<file path="config.mk">
export PLATFORM = sky130hd
export DESIGN_NAME = three_lfsr_stream_cipher
export DESIGN_NICKNAME = d
export VERILOG_FILES = /design/src/hw/rtl/tlsc_pkg.sv /design/src/hw/rtl/tlsc_seed_regs.sv /design/src/hw/rtl/tlsc_keygen.sv /design/src/hw/rtl/three_lfsr_stream_cipher.sv
export SDC_FILE = /design/constraint.sdc
export NUM_CORES = 1
export LEC_CHECK = 0
export BUFFER_PORTS_ARGS = -buffer_cell sky130_fd_sc_hd__buf_2
export CORE_ASPECT_RATIO = 1.4
export CORE_MARGIN = 2
export CORE_UTILIZATION = 30
export DETAILED_ROUTE_END_ITERATION = 10
export SYNTH_ARGS = -nofsm -noshare
export SYNTH_HDL_FRONTEND = slang
export SYNTH_SLANG_ARGS = --single-unit
</file>
<file path="constraint.sdc">
create_clock -name clk_i -period 2.89 [get_ports clk_i]
set_clock_uncertainty 0.1 [all_clocks]
set_input_delay 0.289 -clock clk_i [delete_from_list [all_inputs] [get_ports clk_i]]
set_output_delay 0.289 -clock clk_i [all_outputs]
set_load 0.005 [all_outputs]
</file>
<file path="src/hw/rtl/tlsc_pkg.sv">
// Shared types and constants for the three-LFSR byte stream cipher.
// Used by tlsc_seed_regs, tlsc_keygen and three_lfsr_stream_cipher; no dependencies.
package tlsc_pkg;

  // Register widths
  localparam int unsigned LfsrAW = 17;
  localparam int unsigned LfsrBW = 19;
  localparam int unsigned LfsrCW = 23;
  localparam int unsigned ByteW  = 8;

  // Configuration port
  localparam int unsigned CfgIdxW  = 2;
  localparam int unsigned CfgDataW = 23;

  localparam logic [CfgIdxW-1:0] CFG_SEED_A = 2'd0;
  localparam logic [CfgIdxW-1:0] CFG_SEED_B = 2'd1;
  localparam logic [CfgIdxW-1:0] CFG_SEED_C = 2'd2;

  // Feedback tap masks
  localparam logic [LfsrAW-1:0] TAPS_A = 17'h0002D;
  localparam logic [LfsrBW-1:0] TAPS_B = 19'h0332B;
  localparam logic [LfsrCW-1:0] TAPS_C = 23'h000069;

  // Seed values after reset
  localparam logic [LfsrAW-1:0] SEED_A_RST = 17'h03130;
  localparam logic [LfsrBW-1:0] SEED_B_RST = 19'h21999;
  localparam logic [LfsrCW-1:0] SEED_C_RST = 23'h66C6A6;

  // Combining tables, bit n is the entry at index n = {c0, b0, a0}
  localparam logic [7:0] TAB_ONE   = 8'b1110_1000;
  localparam logic [7:0] TAB_TWO   = 8'b1101_0010;
  localparam logic [7:0] TAB_THREE = 8'b1010_1100;

  typedef struct packed {
    logic [LfsrAW-1:0] a;
    logic [LfsrBW-1:0] b;
    logic [LfsrCW-1:0] c;
  } lfsr_t;

  typedef struct packed {
    lfsr_t seed;
    logic  reload;
  } seed_ctl_t;

  typedef struct packed {
    logic [ByteW-1:0] data_byte;
    logic             restart;
  } in_t;

  typedef struct packed {
    logic [ByteW-1:0] result_byte;
    logic [ByteW-1:0] key_byte;
  } out_t;

endpackage

</file>
<file path="src/hw/rtl/tlsc_seed_regs.sv">
// Seed register file for the three-LFSR stream cipher.
// Decodes configuration writes and flags a reload of all LFSRs; uses tlsc_pkg.
module tlsc_seed_regs import tlsc_pkg::*; (
  input  logic               clk_i,
  input  logic               rst_ni,
  input  logic               cfg_valid_i,
  input  logic [CfgIdxW-1:0] cfg_index_i,
  input  logic [CfgDataW-1:0] cfg_data_i,
  output seed_ctl_t          ctl_o
);

  lfsr_t seed_q, seed_d;
  logic  hit;

  // Decode the write, keep the seeds masked to their widths
  always_comb begin
    seed_d = seed_q;
    hit    = 1'b0;
    if (cfg_valid_i) begin
      unique case (cfg_index_i)
        CFG_SEED_A: begin
          seed_d.a = cfg_data_i[LfsrAW-1:0];
          hit      = 1'b1;
        end
        CFG_SEED_B: begin
          seed_d.b = cfg_data_i[LfsrBW-1:0];
          hit      = 1'b1;
        end
        CFG_SEED_C: begin
          seed_d.c = cfg_data_i[LfsrCW-1:0];
          hit      = 1'b1;
        end
        default: hit = 1'b0;
      endcase
    end
  end

  // Hold the seeds
  always_ff @(posedge clk_i or negedge rst_ni) begin
    if (!rst_ni) begin
      seed_q <= '{a: SEED_A_RST, b: SEED_B_RST, c: SEED_C_RST};
    end else begin
      seed_q <= seed_d;
    end
  end

  // New seeds go straight to the LFSRs on a valid write
  assign ctl_o.seed   = seed_d;
  assign ctl_o.reload = hit;

endmodule

</file>
<file path="src/hw/rtl/tlsc_keygen.sv">
// Keystream byte generator: eight LFSR steps unrolled into XOR logic.
// Purely combinational; uses tlsc_pkg for tap masks and combining tables.
module tlsc_keygen import tlsc_pkg::*; (
  input  lfsr_t            lfsr_i,
  output logic [ByteW-1:0] key_o,
  output lfsr_t            lfsr_o
);

  always_comb begin
    lfsr_t            st;
    logic [2:0]       idx;
    logic [ByteW-1:0] key;
    st  = lfsr_i;
    key = '0;
    // Take one keystream bit per step, LSB first, then advance each register
    for (int i = 0; i < ByteW; i++) begin
      idx    = {st.c[0], st.b[0], st.a[0]};
      key[i] = TAB_ONE[idx] ^ TAB_TWO[idx] ^ TAB_THREE[idx];
      st.a   = {^(st.a & TAPS_A), st.a[LfsrAW-1:1]};
      st.b   = {^(st.b & TAPS_B), st.b[LfsrBW-1:1]};
      st.c   = {^(st.c & TAPS_C), st.c[LfsrCW-1:1]};
    end
    key_o  = key;
    lfsr_o = st;
  end

endmodule

</file>
<file path="src/hw/rtl/three_lfsr_stream_cipher.sv">
// Top level of the three-LFSR byte stream cipher.
// Instantiates tlsc_seed_regs and tlsc_keygen; uses tlsc_pkg.

// One byte is ciphered per clock unless the input stalls: each accepted word runs
// eight LFSR steps through the unrolled XOR network of tlsc_keygen between the
// LFSR state registers and the result register, so a word can be accepted every
// cycle. A two-entry output buffer (result register plus skid register) keeps
// input stall registered; the input stalls only when both entries are full.
// Encryption and decryption are the same operation. Seed writes on the
// configuration port reload all three LFSRs at once and are always ready; a word
// with restart set reloads the LFSRs from the seeds before it is ciphered.
module three_lfsr_stream_cipher import tlsc_pkg::*; (
  input  logic                clk_i,
  input  logic                rst_ni,
  // input words
  input  logic                in_valid_i,
  output logic                in_stall_o,
  input  in_t                 in_data_i,
  // result words
  output logic                out_valid_o,
  input  logic                out_stall_i,
  output out_t                out_data_o,
  // seed configuration
  input  logic                cfg_valid_i,
  output logic                cfg_ready_o,
  input  logic [CfgIdxW-1:0]  cfg_index_i,
  input  logic [CfgDataW-1:0] cfg_data_i
);

  seed_ctl_t        seed_ctl;
  lfsr_t            lfsr_q, lfsr_d, kg_in, kg_next;
  logic [ByteW-1:0] kg_key;
  out_t             new_word;
  out_t             out_q, out_d, skid_q, skid_d;
  logic             out_valid_q, out_valid_d, skid_valid_q, skid_valid_d;
  logic             in_fire, out_fire, cfg_fire;

  assign cfg_ready_o = 1'b1;
  assign cfg_fire    = cfg_valid_i & cfg_ready_o;
  assign in_fire     = in_valid_i & ~skid_valid_q;
  assign out_fire    = out_valid_q & ~out_stall_i;

  tlsc_seed_regs u_seed_regs (
    .clk_i       (clk_i),
    .rst_ni      (rst_ni),
    .cfg_valid_i (cfg_fire),
    .cfg_index_i (cfg_index_i),
    .cfg_data_i  (cfg_data_i),
    .ctl_o       (seed_ctl)
  );

  // Restart selects the seeds as the starting state of this word
  assign kg_in = in_data_i.restart ? seed_ctl.seed : lfsr_q;

  tlsc_keygen u_keygen (
    .lfsr_i (kg_in),
    .key_o  (kg_key),
    .lfsr_o (kg_next)
  );

  assign new_word.result_byte = in_data_i.data_byte ^ kg_key;
  assign new_word.key_byte    = kg_key;

  // Advance the LFSRs on an accepted word, reload on a seed write
  always_comb begin
    lfsr_d = lfsr_q;
    if (seed_ctl.reload) begin
      lfsr_d = seed_ctl.seed;
    end else if (in_fire) begin
      lfsr_d = kg_next;
    end
  end

  // Output register with skid entry
  always_comb begin
    out_d        = out_q;
    skid_d       = skid_q;
    out_valid_d  = out_valid_q;
    skid_valid_d = skid_valid_q;
    if (!out_valid_q || out_fire) begin
      out_valid_d  = skid_valid_q | in_fire;
      out_d        = skid_valid_q ? skid_q : new_word;
      skid_valid_d = 1'b0;
    end else if (in_fire) begin
      skid_d       = new_word;
      skid_valid_d = 1'b1;
    end
  end

  always_ff @(posedge clk_i or negedge rst_ni) begin
    if (!rst_ni) begin
      lfsr_q       <= '{a: SEED_A_RST, b: SEED_B_RST, c: SEED_C_RST};
      out_valid_q  <= 1'b0;
      skid_valid_q <= 1'b0;
    end else begin
      lfsr_q       <= lfsr_d;
      out_valid_q  <= out_valid_d;
      skid_valid_q <= skid_valid_d;
    end
  end

  // Payload registers need no reset
  always_ff @(posedge clk_i) begin
    out_q  <= out_d;
    skid_q <= skid_d;
  end

  assign in_stall_o  = skid_valid_q;
  assign out_valid_o = out_valid_q;
  assign out_data_o  = out_q;

`ifndef NO_ASSERTIONS
  // The skid entry is only filled behind a waiting result
  a_skid_behind_out: assert property (@(posedge clk_i) disable iff (!rst_ni)
    skid_valid_q |-> out_valid_q)
    else $error("skid entry valid without a result word");

  // A seed write leaves the LFSRs equal to the stored seeds
  a_cfg_reload: assert property (@(posedge clk_i) disable iff (!rst_ni)
    seed_ctl.reload |=> (lfsr_q == $past(seed_ctl.seed)))
    else $error("LFSRs not reloaded after seed write");

  // State moves only on an accepted word or a seed write
  a_lfsr_hold: assert property (@(posedge clk_i) disable iff (!rst_ni)
    (!in_fire && !seed_ctl.reload) |=> $stable(lfsr_q))
    else $error("LFSR state changed without a word or seed write");

  // A word accepted into a free output stage shows its key next cycle
  a_direct_result: assert property (@(posedge clk_i) disable iff (!rst_ni)
    (in_fire && (!out_valid_q || out_fire))
      |=> (out_valid_q && out_q.key_byte == $past(kg_key)))
    else $error("accepted word did not reach the result register");
`endif

endmodule

</file>
---- Word-level counts from Yosys, hierarchy flattened ----
Memory sizes are Yosys's and may differ from the RTL's.
Index checks and enable logic that the tools add are counted.
Widths: inputs -> output; s select.
operators by class
  add/sub/neg operators ................... 0
  $mul .................................... 0
  div/mod/pow operators ................... 0
  $lt $le $gt $ge ......................... 8
  equal/unequal tests ..................... 2
  shift operators ......................... 0
  multiplexer cells ....................... 36
  bitwise operators ....................... 23
  reductions and logical operators ........ 31
operator list
  cell                count
  $mux 59             4
  $reduce_xor 23->1   8
  $reduce_xor 19->1   8
  $reduce_xor 17->1   8
  $lt 3x4->1 const B  8
  $mux 1              28
  $mux 23             1
  $mux 19             1
  $mux 17             1
  $mux 16             1
  $xor 1x1->1         16
  $xor 8x8->8         1
  $reduce_bool 2->1   2
  $not 1->1           3
  $reduce_or 3->1     1
  $and 1x1->1         2
  $eq 2x1->1 const B  1
  $eq 2x2->1 const B  1
  $logic_not 2->1     1
  $reduce_and 2->1    1
  $logic_not 1->1     1
  $logic_or 1x1->1    1
  $or 1x1->1          1
word-level totals
  flip-flop bits (word level) ............. 152
  bits in latches ......................... 0
  RAM bits ................................ 0
  memory bits (read-only) ................. 192
  input bits .............................. 39
  output and inout port bits .............. 19
  logic and storage cells ................. 136
  memories kept ........................... 24
memories
  memory            words  width  read ports  clocked after Yosys merged registers in  wr ports  line               RTL
  (no name shown)   8      1      1           0                                        0         tlsc_keygen.sv:18  key[i] = TAB_ONE[idx] ^ TAB_TWO[idx] ^ TAB_THREE[idx];
  (no name shown)   8      1      1           0                                        0         tlsc_keygen.sv:18
  (no name shown)   8      1      1           0                                        0         tlsc_keygen.sv:18
  (no name shown)   8      1      1           0                                        0         tlsc_keygen.sv:18
  (no name shown)   8      1      1           0                                        0         tlsc_keygen.sv:18
  (no name shown)   8      1      1           0                                        0         tlsc_keygen.sv:18
  18 more memories  -      -      -           -                                        -         -

---- Longest topological paths before layout ----
  depth after elaboration ................. 10
  gate-level depth with buffers ........... 11
  depth with buffers taken out ............ 8

---- Hierarchy ----
A second synthesis with hierarchy kept.
second synthesis, totals
  cell total of the unflattened synthesis .. 785
  area, all modules ....................... 8805.9 um^2
modules (own cells, without submodules)
  module                    instances  cells an instance  area an instance (um^2)  seq. area each (um^2)
  three_lfsr_stream_cipher  1          531                5363.9                   2518.7
  tlsc_seed_regs            1          128                2265.9                   1507.7
  tlsc_keygen               1          126                1176.1                   0.0

---- Worst setup path after synthesis ----
OpenSTA, ideal clock, no wires.
  path kind ............................... flip-flop to flip-flop
  start point ............................. reg skid_valid_q (netlist: in_stall_o)
  end point ............................... reg skid_q[0] (netlist name) (enable)
  setup time .............................. 388 ps
  data arrival time ....................... 1898 ps
  data required time ...................... 2402 ps
  setup slack ............................. 503 ps
  stages on the path, launching flop included .. 6
  buffers on the path ..................... 3
  period minus slack after synthesis ...... 2387 ps
  cells stage by stage .................... dfrtp_1 -> clkbuf_1 -> nand2b_1 -> clkbuf_1 -> clkbuf_1 -> nor2_1
between the ends
  word-level cells in the longest chain between the ends .. 3
ends and longest elaborated chain
  what                               line                             RTL
  from (decl)                        three_lfsr_stream_cipher.sv:35   logic out_valid_q, out_valid_d, skid_valid_q, skid_valid_d;
  from (signal assigned)             three_lfsr_stream_cipher.sv:98   skid_valid_q <= skid_valid_d;
  $not 1->1                          three_lfsr_stream_cipher.sv:40   assign in_fire = in_valid_i & ~skid_valid_q;
  $and 1x1->1                        three_lfsr_stream_cipher.sv:40
  $reduce_and 2->1 (no source line)  -
  to (signal assigned)               three_lfsr_stream_cipher.sv:105  skid_q <= skid_d;
  to (decl)                          three_lfsr_stream_cipher.sv:34   out_t out_q, out_d, skid_q, skid_d;
Every way passes these cells.
A chain may end at the register's enable or synchronous reset.

---- Final worst setup path ----
  start point ............................. reg lfsr_q[32] (netlist name)
  end point ............................... reg lfsr_q[41] (netlist name)
between the ends
  word-level cells in the longest chain between the ends .. 5
  elaborated cells between the ends (all ways) .. 6
  those cells by class .................... 3 x mux; 3 x reduce/logical
ends and longest elaborated chain
  what                    line                            RTL
  from (decl)             three_lfsr_stream_cipher.sv:31  lfsr_t lfsr_q, lfsr_d, kg_in, kg_next;
  from (signal assigned)  three_lfsr_stream_cipher.sv:92  lfsr_q <= '{a: SEED_A_RST, b: SEED_B_RST, c: SEED_C_RST};
  from (signal assigned)  three_lfsr_stream_cipher.sv:96  lfsr_q <= lfsr_d;
  $mux 59 *               three_lfsr_stream_cipher.sv:53  assign kg_in = in_data_i.restart ? seed_ctl.seed : lfsr_q;
  $reduce_xor 19->1       tlsc_keygen.sv:20               st.b = {^(st.b & TAPS_B), st.b[LfsrBW-1:1]};
  $reduce_xor 19->1 *     tlsc_keygen.sv:20
  $mux 59 *               three_lfsr_stream_cipher.sv:69  end else if (in_fire) begin
  $mux 59 *               three_lfsr_stream_cipher.sv:67  if (seed_ctl.reload) begin
Mark *: on every way between the ends. The rest lies on a longest branch, timed or not. The select of a mux whose other input is x is not followed.

==> metrics.md <==
| Metric | Value |
|---|---|
| CP required | 3.08 ns |
| Initial Utilization | 30.5% |
| DP HPWL | 15600 um |
| Residual DRC | 0 |
| CTS H-tree depth | 4 |
| Nets | 913 |
| CTS tree | yes |
| Port bufs | 56 |
| Placed cell area | 0.00936 mm2 |
| Reg area | 0.00403 mm2 |
| FILL cells | 2776 |
| Vias in the first global route | 6094 |
| Mapped Cells | 799 |
| DRT Wirelength | 21700 um |
| Outcome | completed |
| Cell Pwr Density | 837 mW/mm2 |
| Yosys cell types | 41 |
| Multi-input logic area | 0.00394 mm2 |
| Worst slew pin tran | 0.869 ns |
| Worst-path clk slew | 0.07 ns |
| Synth Flop Type | dfrtp_1 |
| Syn_nets | 838 |
| Sequential-to-total area share from yosys stat | 47.9% |
| Ports | 58 |
| FMAX | 441 MHz |
| Clock power frac | 27.3% |
| Share of layout cells above drive strength 1 | 26.3% |
| LEAKAGE | 4.31 nW |
| CP Launch Type | flop |
| Initial DRT Pass Iterations | 5 |
| Pre-CTS setup slack | 0.187 ns |
| Hold Crit Class | input port to flop |
| Total clock sinks | 152 |
| Final ANT Viol Nets | 0 |
| Post-Syn Area | 0.00841 mm2 |
| Sequential power share | 37.5% |
| Number of antenna violations at the first check in global routing | 0 |
| Setup tns final | 0 ns |
| DR vias | 5897 |
| Worst-Skew Late Latency | 0.44 ns |
| Yosys Warn Count | 0 |
| Hold_buf cts | 2 |
| Worst hold slack | 0.0295 ns |
| Setup bufs post-CTS | 0 |
| Avg WL per Cell | 17.3 um |
| Final Max Tran Viols | 0 |
| RePlAce Congestion | 0.813 |
| NetSw | 2.78 mW |
| Die W | 146 um |
| Floorplan row count | 72 |
| CP arrival | 2.45 ns |
| Synthesized area per cell | 10.5 um2 |
| Comb power frac | 35.2% |
| Unrepaired setup endpoints after global routing | no |
| Vias per cell | 4.69 |
| Commonest non-fill, non-tap cell in the layout | xnor2_1 |
| Die area | 0.0294 mm2 |
| Slew headroom | 41.5% |
| Drt initial violations | 325 |
| Area grow syn2layout | 18.6% |
| CTS Buf Count | 17 |
| Die Y | 202 um |
| # setup viols final | 0 |
| Setup ws final | 0.624 ns |
| CP max FO | 4 |
| Most frequent cells in the layout | xnor2_1, nor2_1, dfrtp_1, mux2i_1 |
| Crit path capture type | flop |
| Tcrit/Tclk final | 78.4% |
| Clock root buffer | clkbuf_16 |
| Total GRT Usage | 15.5% |
| Core Area | 0.0276 mm2 |
| Antenna fix cells | 0 |
| Asr flop ratio synth | 78.9% |
| MaxCap Viol Count | 0 |
| Pin count of the biggest net entering global routing | 77 |
| Clock Tree Buf Depth | 2 |
| Critical path class | flop to flop |
| Post-synth EDFFs | 32 |
| Switching Fraction | 33.3% |
| Post-CTS sizing | 0 |
| Fin crit period | 2.27 ns |
| Register bit total from synthesis | 152 |
| Int Power | 5.57 mW |
| Design area | 0.00998 mm2 |
| First-pass GRT wire length | 35000 um |
| Fin. Hold Viols | 0 |
| Total grt overflow | 0 |
| Peak VDD IR | 0.299 mV |
-- worst max-delay path, cell delays in order, from the launching register on --
cell and delay, ns:
dfrtp_1 0.44, xor2_1 0.19, xnor2_1 0.13, o21ai_0 0.41, xnor3_1 0.56, xnor2_1 0.18, o221ai_1 0.12
-- final timing paths --
check	start	endpoint	slack, ns	cells after the start
worst min register to register	lfsr_q[18]$_DFFE_PN1P_	lfsr_q[18]$_DFFE_PN1P_	0.40	2
max in group asynchronous	rst_ni	u_seed_regs.seed_q[27]$_DFF_PN1_	1.94	3
worst max register to register	lfsr_q[32]$_DFFE_PN0P_	lfsr_q[41]$_DFFE_PN0P_	0.62	6
worst max-delay path	lfsr_q[32]$_DFFE_PN0P_	lfsr_q[41]$_DFFE_PN0P_	0.62	6
min in group asynchronous	rst_ni	u_seed_regs.seed_q[33]$_DFF_PN0_	0.28	3
worst min-delay path	cfg_data_i[19]	u_seed_regs.seed_q[19]$_DFF_PN0_	0.03	3
-- logic make-up after synthesis --
logic type,count (synthesis),synth area share [%]
muxes,88,11.3
xor gates and xnor gates,139,15.5
other,1,0.0446
buffers and inverters,106,5.46
and+or+nand+nor,130,6.22
AOI/OAI and AO/OA,183,13.6
DFF,152,47.9
-- cell type report --
class	count	share of cell area [%]
multi-input combinational	541	39.5
sequential	152	40.4
inverter	54	2.03
clock inverter	14	1.64
tap	370	4.64
clock buffer	18	4.30
timing repair buffer	108	7.57
-- sequential cells by signal, summed over array words and instances (netlist names) --
| signal | cells |
|---|---|
| lfsr_q | 59 |
| u_seed_regs.seed_q | 59 |
| out_data_o | 16 |
| skid_q | 16 |
| in_stall_o | 1 |
| out_valid_o | 1 |
-- metrics by stage --
stage	total power [mW]	util, %	std cells
after floorplan	5.31	-	799
after global placement	6.07	34.0	1223
after detailed placement	6.11	34.0	1223
after CTS	8.44	36.2	1257
after global routing	8.89	36.2	1257
final	8.35	36.2	1257
-- power by group through the flow --
stage | sequential (mW) | clock [mW] | combinational [mW]
final | 3.13 | 2.28 | 2.94
after global routing | 3.19 | 2.43 | 3.28
after CTS | 3.13 | 2.33 | 2.98
after detailed placement | 3.17 | 0 | 2.95
after global placement | 3.15 | 0 | 2.92
after floorplan | 3.10 | 0 | 2.20
-- cells in the mapped netlist, types with 13 or more instances --
cell type,number,area [um2]
dfstp_2,50,1310
mux2i_1,62,621
inv_1,54,203
a21oi_1,54,270
xor2_1,33,289
a211o_1,13,114
xnor2_1,96,841
a211oi_1,53,398
o21ai_0,36,180
edfxtp_1,32,961
nor2_1,81,304
mux2_2,21,236
dfrtp_1,70,1750
clkbuf_1,31,116
nand2_1,41,154
-- layer usage --
metal	global-route usage (%)	vias to the layer above	part of all wire (%)
li1	-	2876	-
met1	18.7	2841	43
met2	26.7	131	50
met3	2.46	49	2.7
met4	7.70	0	4.2
met5	0	-	0
No activity file was read; power rests on OpenSTA's default activity.
